$ cat src/rtl/acfs_pkg.sv
// Package for the approach / collect / fire sequencer.
// Holds the beat payload types, the decoded item type, configuration types and reset values.
// No dependencies.
`timescale 1ns / 1ps
`default_nettype none

package acfs_pkg;

	typedef enum logic [2:0] {
		ACT_TICK     = 3'd0,
		ACT_START    = 3'd1,
		ACT_ABORT    = 3'd2,
		ACT_COLLECT  = 3'd3,
		ACT_FORCE    = 3'd4,
		ACT_DISTANCE = 3'd5,
		ACT_ANGLE    = 3'd6
	} acfs_action_t;

	typedef enum logic [2:0] {
		CFG_ARRIVE_DISTANCE = 3'd0,
		CFG_APPROACH_SPEED  = 3'd1,
		CFG_APPROACH_TIMEOUT = 3'd2,
		CFG_DATA_TIMEOUT    = 3'd3,
		CFG_USE_DETECTION   = 3'd4,
		CFG_STEER_GAIN      = 3'd5,
		CFG_OMEGA_LIMIT     = 3'd6,
		CFG_FIRE_HOLD       = 3'd7
	} acfs_cfg_index_t;

	localparam logic [2:0] STATE_ABORTED = 3'd5;

	localparam logic [15:0] RST_ARRIVE_DISTANCE  = 16'd300;
	localparam logic [15:0] RST_APPROACH_SPEED   = 16'd150;
	localparam logic [15:0] RST_APPROACH_TIMEOUT = 16'd160;
	localparam logic [15:0] RST_DATA_TIMEOUT     = 16'd10;
	localparam logic        RST_USE_DETECTION    = 1'b1;
	localparam logic [15:0] RST_STEER_GAIN       = 16'd384;
	localparam logic [14:0] RST_OMEGA_LIMIT      = 15'd1000;
	localparam logic [15:0] RST_FIRE_HOLD        = 16'd20;

	typedef struct packed {
		logic [2:0]         action;
		logic [2:0]         target_state;
		logic signed [15:0] sample_value;
	} acfs_in_t;

	typedef struct packed {
		logic [2:0]         state_code;
		logic               auto_mode;
		logic               drive_valid;
		logic signed [15:0] linear_speed;
		logic signed [15:0] angular_rate;
		logic               fire_valid;
		logic               fire_level;
		logic               arrived_pulse;
	} acfs_out_t;

	typedef struct packed {
		logic        is_tick;
		logic        is_start;
		logic        is_abort;
		logic        is_collect;
		logic        is_force;
		logic        is_distance;
		logic        is_angle;
		logic [2:0]  target_state;
		logic [15:0] sample_value;
	} acfs_item_t;

	typedef struct packed {
		logic [15:0]        arrive_distance_mm;
		logic signed [15:0] approach_speed;
		logic [15:0]        approach_timeout_ticks;
		logic [15:0]        data_timeout_ticks;
		logic               use_detection;
		logic signed [15:0] steer_gain;
		logic [14:0]        omega_limit;
		logic [15:0]        fire_hold_ticks;
	} acfs_cfg_t;

endpackage

`default_nettype wire

$ cat src/rtl/acfs_fifo.sv
// Two-entry queue of packed beats with registered storage.
// Generic; used between the front and back parts and on the result side.
`timescale 1ns / 1ps
`default_nettype none

module acfs_fifo #(
	parameter int Width = 1
) (
	input  wire logic             clk,
	input  wire logic             arst_n,
	input  wire logic             push,
	input  wire logic [Width-1:0] din,
	output logic                  full,
	input  wire logic             pop,
	output logic [Width-1:0]      dout,
	output logic                  empty
);

	logic [Width-1:0] mem_q [2];
	logic             wr_ptr_q;
	logic             rd_ptr_q;
	logic [1:0]       count_q;
	logic             push_en;
	logic             pop_en;

	assign full    = (count_q == 2'd2);
	assign empty   = (count_q == 2'd0);
	assign push_en = push && !full;
	assign pop_en  = pop && !empty;
	assign dout    = mem_q[rd_ptr_q];

	always_ff @(posedge clk) begin
		if (push_en) begin
			mem_q[wr_ptr_q] <= din;
		end
	end

	always_ff @(posedge clk or negedge arst_n) begin
		if (!arst_n) begin
			wr_ptr_q <= 1'b0;
			rd_ptr_q <= 1'b0;
			count_q  <= 2'd0;
		end else begin
			if (push_en) begin
				wr_ptr_q <= !wr_ptr_q;
			end
			if (pop_en) begin
				rd_ptr_q <= !rd_ptr_q;
			end
			count_q <= count_q + {1'b0, push_en} - {1'b0, pop_en};
		end
	end

endmodule

`default_nettype wire

$ cat src/rtl/acfs_front.sv
// Front part: accepts input beats, classifies the action and queues decoded items.
// Depends on acfs_pkg and acfs_fifo.
`timescale 1ns / 1ps
`default_nettype none

module acfs_front (
	input  wire logic                 clk,
	input  wire logic                 arst_n,
	input  wire logic                 push,
	input  wire acfs_pkg::acfs_in_t   in_item,
	output logic                      full,
	input  wire logic                 take,
	output acfs_pkg::acfs_item_t      item,
	output logic                      item_empty
);

	acfs_pkg::acfs_item_t dec;
	logic [$bits(acfs_pkg::acfs_item_t)-1:0] q_dout;

	always_comb begin
		dec = '0;
		dec.target_state = in_item.target_state;
		dec.sample_value = in_item.sample_value;
		case (in_item.action)
			acfs_pkg::ACT_TICK:     dec.is_tick = 1'b1;
			acfs_pkg::ACT_START:    dec.is_start = 1'b1;
			acfs_pkg::ACT_ABORT:    dec.is_abort = 1'b1;
			acfs_pkg::ACT_COLLECT:  dec.is_collect = 1'b1;
			acfs_pkg::ACT_FORCE:    dec.is_force = (in_item.target_state <= acfs_pkg::STATE_ABORTED);
			acfs_pkg::ACT_DISTANCE: dec.is_distance = 1'b1;
			acfs_pkg::ACT_ANGLE:    dec.is_angle = 1'b1;
			default:                dec.is_tick = 1'b0;
		endcase
	end

	acfs_fifo #(
		.Width($bits(acfs_pkg::acfs_item_t))
	) u_queue (
		.clk   (clk),
		.arst_n(arst_n),
		.push  (push),
		.din   (dec),
		.full  (full),
		.pop   (take),
		.dout  (q_dout),
		.empty (item_empty)
	);

	assign item = acfs_pkg::acfs_item_t'(q_dout);

endmodule

`default_nettype wire

$ cat src/rtl/acfs_back.sv
// Back part: mission state, sample ageing, steering and the result queue.
// Depends on acfs_pkg and acfs_fifo.
`timescale 1ns / 1ps
`default_nettype none

module acfs_back (
	input  wire logic                 clk,
	input  wire logic                 arst_n,
	input  wire acfs_pkg::acfs_cfg_t  cfg,
	input  wire acfs_pkg::acfs_item_t item,
	input  wire logic                 item_empty,
	output logic                      take,
	output acfs_pkg::acfs_out_t       out_item,
	output logic                      empty,
	input  wire logic                 pop
);

	typedef enum logic [2:0] {
		ST_IDLE     = 3'd0,
		ST_APPROACH = 3'd1,
		ST_COLLECT  = 3'd2,
		ST_FIRE     = 3'd3,
		ST_DONE     = 3'd4,
		ST_ABORTED  = 3'd5
	} mode_t;

	mode_t       mode_q, n_mode, enter_st;
	logic [15:0] ticks_q, n_ticks;
	logic [15:0] dist_q, n_dist;
	logic [15:0] angle_q, n_angle;
	logic [15:0] dage_q, n_dage;
	logic [15:0] aage_q, n_aage;
	logic [15:0] fticks_q, n_fticks;
	logic        dseen_q, n_dseen;
	logic        aseen_q, n_aseen;
	logic        handed_q, n_handed;
	logic        cflag_q, n_cflag;
	logic        fstart_q, n_fstart;
	logic        enter_en;
	logic        forced;
	logic        out_full;
	logic [15:0] ft_cur;
	logic        fire_l;

	logic signed [31:0] prod;
	logic        [31:0] mag;
	logic        [23:0] rnd;
	logic        [14:0] rmag;
	logic signed [15:0] steer_rate;

	acfs_pkg::acfs_out_t res;
	logic [$bits(acfs_pkg::acfs_out_t)-1:0] out_dout;

	function automatic logic [15:0] sat_inc(input logic [15:0] v);
		sat_inc = (v == 16'hFFFF) ? v : v + 16'd1;
	endfunction

	assign take = !item_empty && !out_full;

	always_comb begin
		prod = cfg.steer_gain * $signed(angle_q);
		mag  = prod[31] ? 32'(-prod) : 32'(prod);
		rnd  = 24'((mag + 32'd128) >> 8);
		rmag = (rnd > {9'd0, cfg.omega_limit}) ? cfg.omega_limit : rnd[14:0];
		steer_rate = prod[31] ? -$signed({1'b0, rmag}) : $signed({1'b0, rmag});
	end

	always_comb begin
		n_mode   = mode_q;
		n_ticks  = ticks_q;
		n_dist   = dist_q;
		n_angle  = angle_q;
		n_dage   = dage_q;
		n_aage   = aage_q;
		n_fticks = fticks_q;
		n_dseen  = dseen_q;
		n_aseen  = aseen_q;
		n_handed = handed_q;
		n_cflag  = cflag_q;
		n_fstart = fstart_q;
		enter_en = 1'b0;
		enter_st = ST_IDLE;
		forced   = 1'b0;
		ft_cur   = fstart_q ? fticks_q : 16'd0;
		fire_l   = (ft_cur < cfg.fire_hold_ticks);
		res      = '0;

		if (item.is_tick) begin
			n_ticks = sat_inc(ticks_q);
			n_dage  = sat_inc(dage_q);
			n_aage  = sat_inc(aage_q);
			case (mode_q)
				ST_APPROACH: begin
					res.drive_valid = 1'b1;
					if (n_ticks >= cfg.approach_timeout_ticks) begin
						enter_en = 1'b1;
						enter_st = ST_COLLECT;
					end else if (!cfg.use_detection) begin
						res.linear_speed = cfg.approach_speed;
					end else if (!(dseen_q && n_dage < cfg.data_timeout_ticks)) begin
						res.linear_speed = '0;
					end else if (dist_q[15] || dist_q <= cfg.arrive_distance_mm) begin
						enter_en = 1'b1;
						enter_st = ST_COLLECT;
					end else begin
						res.linear_speed = cfg.approach_speed;
						if (aseen_q && n_aage < cfg.data_timeout_ticks) begin
							res.angular_rate = steer_rate;
						end
					end
				end
				ST_COLLECT: begin
					if (!handed_q) begin
						res.drive_valid   = 1'b1;
						res.arrived_pulse = 1'b1;
						n_handed          = 1'b1;
					end
					if (cflag_q) begin
						enter_en = 1'b1;
						enter_st = ST_FIRE;
					end
				end
				ST_FIRE: begin
					n_fstart       = 1'b1;
					res.fire_valid = 1'b1;
					res.fire_level = fire_l;
					n_fticks       = sat_inc(ft_cur);
					if (!fire_l) begin
						enter_en = 1'b1;
						enter_st = ST_DONE;
					end
				end
				default: begin
					n_ticks = sat_inc(ticks_q);
				end
			endcase
		end
		if (item.is_start) begin
			if (mode_q == ST_IDLE || mode_q == ST_DONE || mode_q == ST_ABORTED) begin
				enter_en = 1'b1;
				enter_st = ST_APPROACH;
			end
		end
		if (item.is_abort) begin
			res.drive_valid = 1'b1;
			enter_en        = 1'b1;
			enter_st        = ST_ABORTED;
		end
		if (item.is_collect) begin
			n_cflag = 1'b1;
		end
		if (item.is_force) begin
			res.drive_valid = 1'b1;
			enter_en        = 1'b1;
			enter_st        = mode_t'(item.target_state);
			forced          = 1'b1;
		end
		if (item.is_distance) begin
			n_dist  = item.sample_value;
			n_dage  = '0;
			n_dseen = 1'b1;
		end
		if (item.is_angle) begin
			n_angle = item.sample_value;
			n_aage  = '0;
			n_aseen = 1'b1;
		end

		if (enter_en) begin
			n_mode   = enter_st;
			n_ticks  = '0;
			n_handed = 1'b0;
			n_fstart = 1'b0;
			if (enter_st == ST_COLLECT) begin
				n_cflag = 1'b0;
			end
		end

		res.state_code = n_mode;
		if (forced) begin
			res.auto_mode = (enter_st != ST_COLLECT);
		end else begin
			res.auto_mode = (n_mode == ST_APPROACH || n_mode == ST_FIRE);
		end
	end

	always_ff @(posedge clk or negedge arst_n) begin
		if (!arst_n) begin
			mode_q   <= ST_IDLE;
			ticks_q  <= '0;
			dist_q   <= '0;
			angle_q  <= '0;
			dage_q   <= '0;
			aage_q   <= '0;
			fticks_q <= '0;
			dseen_q  <= 1'b0;
			aseen_q  <= 1'b0;
			handed_q <= 1'b0;
			cflag_q  <= 1'b0;
			fstart_q <= 1'b0;
		end else if (take) begin
			mode_q   <= n_mode;
			ticks_q  <= n_ticks;
			dist_q   <= n_dist;
			angle_q  <= n_angle;
			dage_q   <= n_dage;
			aage_q   <= n_aage;
			fticks_q <= n_fticks;
			dseen_q  <= n_dseen;
			aseen_q  <= n_aseen;
			handed_q <= n_handed;
			cflag_q  <= n_cflag;
			fstart_q <= n_fstart;
		end
	end

	acfs_fifo #(
		.Width($bits(acfs_pkg::acfs_out_t))
	) u_result_queue (
		.clk   (clk),
		.arst_n(arst_n),
		.push  (take),
		.din   (res),
		.full  (out_full),
		.pop   (pop),
		.dout  (out_dout),
		.empty (empty)
	);

	assign out_item = acfs_pkg::acfs_out_t'(out_dout);

endmodule

`default_nettype wire

$ cat src/rtl/approach_collect_fire_sequencer_top.sv
// Top level of the approach / collect / fire mission sequencer.
// Depends on acfs_pkg, acfs_front and acfs_back; holds the configuration registers.
//
// Input beats (tick, start, abort, collect done, force state, distance or angle
// sample) are pushed while full is low; each returns exactly one result beat, in
// order, popped while empty is low. The block takes one beat per clock while the
// result queue is not full: the back part executes one decoded item per cycle, with
// the steering multiply, rounding and clamp done in that same cycle. Each result is
// registered into the result queue when the back part takes its item. Two-entry
// queues sit between the front and back parts and on the result side. Configuration
// writes are always ready and should be made only while no result is pending.
`timescale 1ns / 1ps
`default_nettype none

module approach_collect_fire_sequencer_top (
	input  wire logic               clk,
	input  wire logic               arst_n,
	input  wire logic               push,
	input  wire acfs_pkg::acfs_in_t in_item,
	output logic                    full,
	output acfs_pkg::acfs_out_t     out_item,
	output logic                    empty,
	input  wire logic               pop,
	input  wire logic               cfg_valid,
	output logic                    cfg_ready,
	input  wire logic [2:0]         cfg_index,
	input  wire logic [15:0]        cfg_data
);

	acfs_pkg::acfs_cfg_t  cfg_q;
	acfs_pkg::acfs_item_t item;
	logic                 item_empty;
	logic                 take;

	assign cfg_ready = 1'b1;

	always_ff @(posedge clk or negedge arst_n) begin
		if (!arst_n) begin
			cfg_q.arrive_distance_mm     <= acfs_pkg::RST_ARRIVE_DISTANCE;
			cfg_q.approach_speed         <= acfs_pkg::RST_APPROACH_SPEED;
			cfg_q.approach_timeout_ticks <= acfs_pkg::RST_APPROACH_TIMEOUT;
			cfg_q.data_timeout_ticks     <= acfs_pkg::RST_DATA_TIMEOUT;
			cfg_q.use_detection          <= acfs_pkg::RST_USE_DETECTION;
			cfg_q.steer_gain             <= acfs_pkg::RST_STEER_GAIN;
			cfg_q.omega_limit            <= acfs_pkg::RST_OMEGA_LIMIT;
			cfg_q.fire_hold_ticks        <= acfs_pkg::RST_FIRE_HOLD;
		end else if (cfg_valid && cfg_ready) begin
			case (cfg_index)
				acfs_pkg::CFG_ARRIVE_DISTANCE:  cfg_q.arrive_distance_mm <= cfg_data;
				acfs_pkg::CFG_APPROACH_SPEED:   cfg_q.approach_speed <= cfg_data;
				acfs_pkg::CFG_APPROACH_TIMEOUT: cfg_q.approach_timeout_ticks <= cfg_data;
				acfs_pkg::CFG_DATA_TIMEOUT:     cfg_q.data_timeout_ticks <= cfg_data;
				acfs_pkg::CFG_USE_DETECTION:    cfg_q.use_detection <= cfg_data[0];
				acfs_pkg::CFG_STEER_GAIN:       cfg_q.steer_gain <= cfg_data;
				acfs_pkg::CFG_OMEGA_LIMIT:      cfg_q.omega_limit <= cfg_data[14:0];
				acfs_pkg::CFG_FIRE_HOLD:        cfg_q.fire_hold_ticks <= cfg_data;
				default:                        cfg_q.fire_hold_ticks <= cfg_q.fire_hold_ticks;
			endcase
		end
	end

	acfs_front u_front (
		.clk       (clk),
		.arst_n    (arst_n),
		.push      (push),
		.in_item   (in_item),
		.full      (full),
		.take      (take),
		.item      (item),
		.item_empty(item_empty)
	);

	acfs_back u_back (
		.clk       (clk),
		.arst_n    (arst_n),
		.cfg       (cfg_q),
		.item      (item),
		.item_empty(item_empty),
		.take      (take),
		.out_item  (out_item),
		.empty     (empty),
		.pop       (pop)
	);

endmodule

`default_nettype wire
$ cat config.mk
export PLATFORM = sky130hd
export DESIGN_NAME = approach_collect_fire_sequencer_top
export DESIGN_NICKNAME = d
export VERILOG_FILES = /design/src/rtl/acfs_pkg.sv /design/src/rtl/acfs_fifo.sv /design/src/rtl/acfs_front.sv /design/src/rtl/acfs_back.sv /design/src/rtl/approach_collect_fire_sequencer_top.sv
export SDC_FILE = /design/constraint.sdc
export NUM_CORES = 1
export LEC_CHECK = 0
export ABC_AREA = 1
export BUFFER_PORTS_ARGS = -buffer_cell sky130_fd_sc_hd__buf_2
export CAP_MARGIN = 10
export CORE_MARGIN = 2
export CORE_UTILIZATION = 50
export DETAILED_ROUTE_END_ITERATION = 7
export GPL_TIMING_DRIVEN = 0
export PLACE_DENSITY = 0.7
export SLEW_MARGIN = 20
export SYNTH_ARGS = -nofsm -noshare
export SYNTH_HDL_FRONTEND = slang
export SYNTH_HIERARCHICAL = 1
export SYNTH_SLANG_ARGS = --single-unit
export TNS_END_PERCENT = 50
$ cat constraint.sdc
create_clock -name clk -period 17 [get_ports clk]
set_clock_uncertainty 0.05 [all_clocks]
set_input_delay 3.4 -clock clk [delete_from_list [all_inputs] [get_ports clk]]
set_output_delay 3.4 -clock clk [all_outputs]
set_load 0.01 [all_outputs]
* After elaboration in Yosys (flattened, before gate mapping) *
Memories as Yosys holds them, arrays and structs flattened.
Cells that the tools add are included.

storage, ports and cells
  bits in registers = 224
  RAM bits = 132
  output and inout bits = 43
  memories = 2
  bits of input ports = 46
  word-level logic and storage cells = 196

memory list
  name                         depth  width  read ports  clocked after memory_dff  write ports  RTL line         source
  u_back.u_result_queue.mem_q  2      40     1           0                         1            acfs_fifo.sv:19  logic [Width-1:0] mem_q [2];
  u_front.u_queue.mem_q        2      26     1           0                         1            acfs_fifo.sv:19

cells by class
  $lt $le $gt $ge = 7
  $add $sub $neg = 11
  reductions and logical operators = 45
  multipliers = 1
  mux-type cells = 76
  equal/unequal tests = 28

operators by type and width
  operator                                                          count
  16-bit two-way mux                                                17
  32-bit two-way mux                                                4
  16-bit by 1-bit adder with 16-bit output (second input constant)  4
  16-bit == test (second input constant)                            4
  16-bit less-than comparator                                       3
  1-bit two-way mux                                                 37
  36-bit two-way mux                                                1
  32-bit by 8-bit adder with 32-bit output (second input constant)  1
  16-bit by 16-bit multiplier with 32-bit output                    1
  32-bit negation                                                   1
  3-bit two-way mux                                                 10
  3-bit == test (second input constant)                             9
  2-bit AND reduction                                               13
  3-bit by 2-bit == test with 1-bit output (second input constant)  8
  24-bit by 15-bit greater-than comparator with 1-bit output        1
  16-bit greater-or-equal comparator                                1
  16-bit <= comparator                                              1
  15-bit negation with 16-bit output                                1
  15-bit two-way mux                                                1
  3-bit by 1-bit == test with 1-bit output (second input constant)  4
  2-bit nonzero test                                                5
  3-bit zero test                                                   3
  3-bit one-hot mux with 3 select lines                             1
  3-bit AND reduction                                               3
  12 further kinds                                                  34

* Depth between registers and ports, before layout *
  depth in word-level cells = 17
  mapped depth = 62
  gate-level depth less buffers = 59

* Hierarchy *
The synthesis kept the hierarchy.

modules (own cells, without submodules)
  module                               cells an instance  times used  area an instance (sq um)  sequential area each (sq um)
  acfs_back                            3253               1           21753.4                   2602.5
  approach_collect_fire_sequencer_top  497                1           4535.6                    2831.5
  acfs_fifo at u_back.u_result_queue   243                1           3213.1                    2502.4
  acfs_fifo at u_front.u_queue         169                1           2164.6                    1661.6
  acfs_front                           16                 1           62.6                      0.0

* Worst setup path after synthesis *
Ideal clock, no wire load.

  kind = flip-flop to flip-flop
  start = register cfg_q[46] (netlist bit)
  end = memory u_back/u_result_queue/mem_q[0][17] (netlist bit), data pin
  clock period less this slack = 9.375 ns
  arrival = 9.067 ns
  stages on the path, launching flop included = 56
  required time = 16.693 ns
  buffers on the path = 2
  setup time = 0.257 ns
  setup slack = 7.625 ns
  path through = dfrtp_1 clkbuf_1 nand2_1 inv_1 fa_1 inv_1 fa_1 inv_1 fa_1 inv_1 fa_1 inv_1 fa_1 inv_1 fa_1 inv_1 ha_1 nand2_1 [... 20 more ...] o221a_2 o21ai_0 a21oi_1 o21bai_1 nand2_1 nor2_1 nand2_2 nor2_8 nand3_4 nand2_1 nand2_1 ha_1 nand2_1 nor2_2 nand3_1 nand2_2 a21oi_1 nor2_1

RTL lines
  item         RTL line                                   source
  from (decl)  approach_collect_fire_sequencer_top.sv:30  acfs_pkg::acfs_cfg_t cfg_q;
  to (decl)    acfs_fifo.sv:19

==> flow_metrics.py <==
metrics = {
    "worst_setup_path": {
        "critPathMaxFanout": 10,
        "slowest_stage": "dfrtp_1",
        "start_kind": "flop",
        "required_ns": 17.23,
        "crit_type": "reg2reg",
        "slowest_delay_ns": 0.61,
        "worstPathArrival_ns": 11.50,
        "worst_setup_path_end_kind": "flop",
        "worst_path_most_repeated_cell": "inv_1",
    },
    "floorplanning": {
        "io_pins": 89,
        "die_w_um": 256,
        "initial_core_util_pct": 50.5,
        "row_count": 92,
        "core_region_area_um2": 62900,
        "dieArea_um2": 65500,
        "die_y_um": 256,
    },
    "finish": {
        "layout_common_cells": "nand2_1, inv_1, fa_1",
        "final_cells": 5183,
        "final_common_cell": "nand2_1",
        "drive_above_1_share_pct": 8.37,
        "antenna_cells": 0,
        "syn2layout_area_growth_pct": 8.97,
        "postLayoutCellArea_um2": 34600,
        "fin_nets": 4800,
    },
    "job": {
        "drv_cap": 0,
    },
    "synthesis": {
        "synth_largest_area_cell": "nand2_1",
        "ys_async_sr_fraction_pct": 62.9,
        "yosys_most_used_dff": "dfrtp_1",
        "synthMuxAreaShare_pct": 0,
        "synth_fa_ha_area_share_pct": 23.8,
        "synth_largest_type_area_fraction_pct": 16.9,
        "synthCells": 4178,
        "ys_ff_latch": 356,
        "synth-xor-area-share_pct": 1.13,
        "synth_simple_gate_area_share_pct": 27.5,
        "ys_seq_area_share_pct": 30.2,
        "synth_compound_gate_area_share_pct": 4.76,
        "synth_top_family_by_area": "simple AND/OR/NAND/NOR gates",
        "ys_types": 59,
        "synth-edff-count": 132,
        "synth.area.top_cells": "nand2_1, fa_1, dfrtp_1, edfxtp_1, inv_1",
        "synth_fp_nets": 4670,
        "mappedNetlistArea_um2": 31700,
        "synth.avg_cell_area_um2": 7.59,
        "yosys_warnings": 6,
    },
    "global_route": {
        "grt_pass1_wl_mm": 131,
        "grt_pass1_vias": 25200,
        "grt_antenna_before_repair": 1,
        "grt_overflow": 0,
        "track_usage_pct": 25.0,
        "grt_max_degree": 97,
    },
    "place": {
        "place.gp.congestion": 0.923,
        "dp_cells": 5115,
        "portBuffers": 86,
        "pre_cts_ws_ns": 5.72,
        "dp_hpwl_mm": 64.7,
        "dpl_cell_area_um2": 33400,
    },
    "timing": {
        "clock.fmax_ghz": 0.0888,
        "setup_viol": 0,
        "min_period_over_period_pct": 66.3,
        "worst_pin_slew_ns": 0.977,
        "worst_slack_ns": 5.73,
        "drv_slew": 0,
        "min_period_ns": 11.27,
        "finalSetupTns_ns": 0,
        "hold_violations": 0,
        "rsz0062_at_grt": "false",
        "slew_headroom_pct": 34.6,
    },
    "run_status": {
        "status": "completed",
    },
    "clock_tree": {
        "cts_num_sinks": 356,
        "postCtsSetupRepairBufs": 0,
        "cts_resized": 0,
        "cts_tree": "yes",
        "clockRootBuffer": "clkbuf_16",
        "cts_buffer_depth": 3,
        "insertion_delay_ns": 0.55,
        "clk_pin_slew_ns": 0.06,
        "cts_max_level": 2,
        "cts_hold_buf": 0,
        "cts_buffers": 37,
    },
    "detailed_routing": {
        "drt-initial-drc-count": 1994,
        "ant_nets": 0,
        "route.detailed.drc": 0,
        "drt_pre_antenna_iters": 6,
        "drt_wl_total_mm": 80.4,
        "avgViaCountPerCell": 5.05,
        "avgRoutedWirePerCell_um": 15.5,
        "dr_total_vias": 26200,
    },
    "min_path": {
        "hold_class": "reg2reg",
    },
}
[routing by layer]
layer  wire, um  vias to the layer above  global-route usage [%]
li1           -                    13000                       -
met1      36600                    12400                    35.5
met2      37500                      677                    40.9
met3       4600                       99                    3.32
met4       1650                        2                    5.44
met5         13                        -                       0
[per-stage QoR]
stage	util (%)	hold WS [ns]
after floorplan	-	0.385
after global placement	52.9	0.400
after detailed placement	53.1	0.403
after CTS	55.0	0.412
after global routing	55.0	0.431
final	55.0	0.410
[sequential cells by signal, summed over array words and instances (netlist names), 3 cells and up]
| signal | flops |
|---|---|
| u_back/angle_q | 16 |
| u_back/aage_q | 16 |
| u_back/ticks_q | 16 |
| u_back/mode_q | 3 |
| u_back/dist_q | 16 |
| u_back/u_result_queue/mem_q | 80 |
| u_front/u_queue/mem_q | 52 |
| u_back/dage_q | 16 |
| cfg_q | 112 |
| u_back/fticks_q | 16 |
[cells by family (layout without fill, tap and decap cells)]
| family | count (synthesis) | count (layout) |
|---|---|---|
| compound gates | 273 | 273 |
| xor+xnor | 41 | 41 |
| fa+ha+maj | 446 | 446 |
| buf+inv | 999 | 1158 |
| flops | 356 | 356 |
| other cells | 1 | 1 |
| simple gates | 2062 | 2062 |
[worst max-delay path: cells and delay by family, from the launching register on]
family / cells / cell delay [ns]
fa+ha+maj: 10 / 4.27
simple gates: 19 / 2.27
compound gates: 13 / 2.17
buf+inv: 10 / 1.63
flops: 1 / 0.61
[final timing paths]
check / from / to / slack, ns / depth (start not counted)
max: cfg_q[46]$_DFFE_PN0P_ / u_back/u_result_queue/mem_q[0][17]$_DFFE_PP_ / 5.73 / 52
min: cfg_q[2]$_DFFE_PN1P_ / cfg_q[2]$_DFFE_PN1P_ / 0.41 / 2
max reg2reg: cfg_q[46]$_DFFE_PN0P_ / u_back/u_result_queue/mem_q[0][17]$_DFFE_PP_ / 5.73 / 52
min reg2reg: cfg_q[2]$_DFFE_PN1P_ / cfg_q[2]$_DFFE_PN1P_ / 0.41 / 2
max in group asynchronous: arst_n / cfg_q[101]$_DFFE_PN1P_ / 13.43 / 2
min in group asynchronous: arst_n / u_back/ticks_q[5]$_DFFE_PN0P_ / 2.67 / 1
[cells in the mapped netlist, types with 52 or more instances]
cell	instances
nand2_1	1426
o21ai_0	115
dfrtp_1	201
nor3_1	52
nand3_1	190
ha_1	184
fa_1	262
inv_1	852
edfxtp_1	132
a21oi_1	94
nand4_1	56
clkbuf_1	71
nor2_1	204
[final cells by class]
class                           instances  area [um^2]
Tap cell                              846         1060
Buffer                                116          652
Timing Repair Buffer                   91          563
Inverter                              883         3330
Clock inverter                         21          224
Fill cell                            6034        28300
Sequential cell                       356         9600
Multi-Input combinational cell       2823        18200
Clock buffer                           47          983
Power is not shown: default switching activity piles up to over one toggle a cycle in this logic, so the estimate is an artifact.
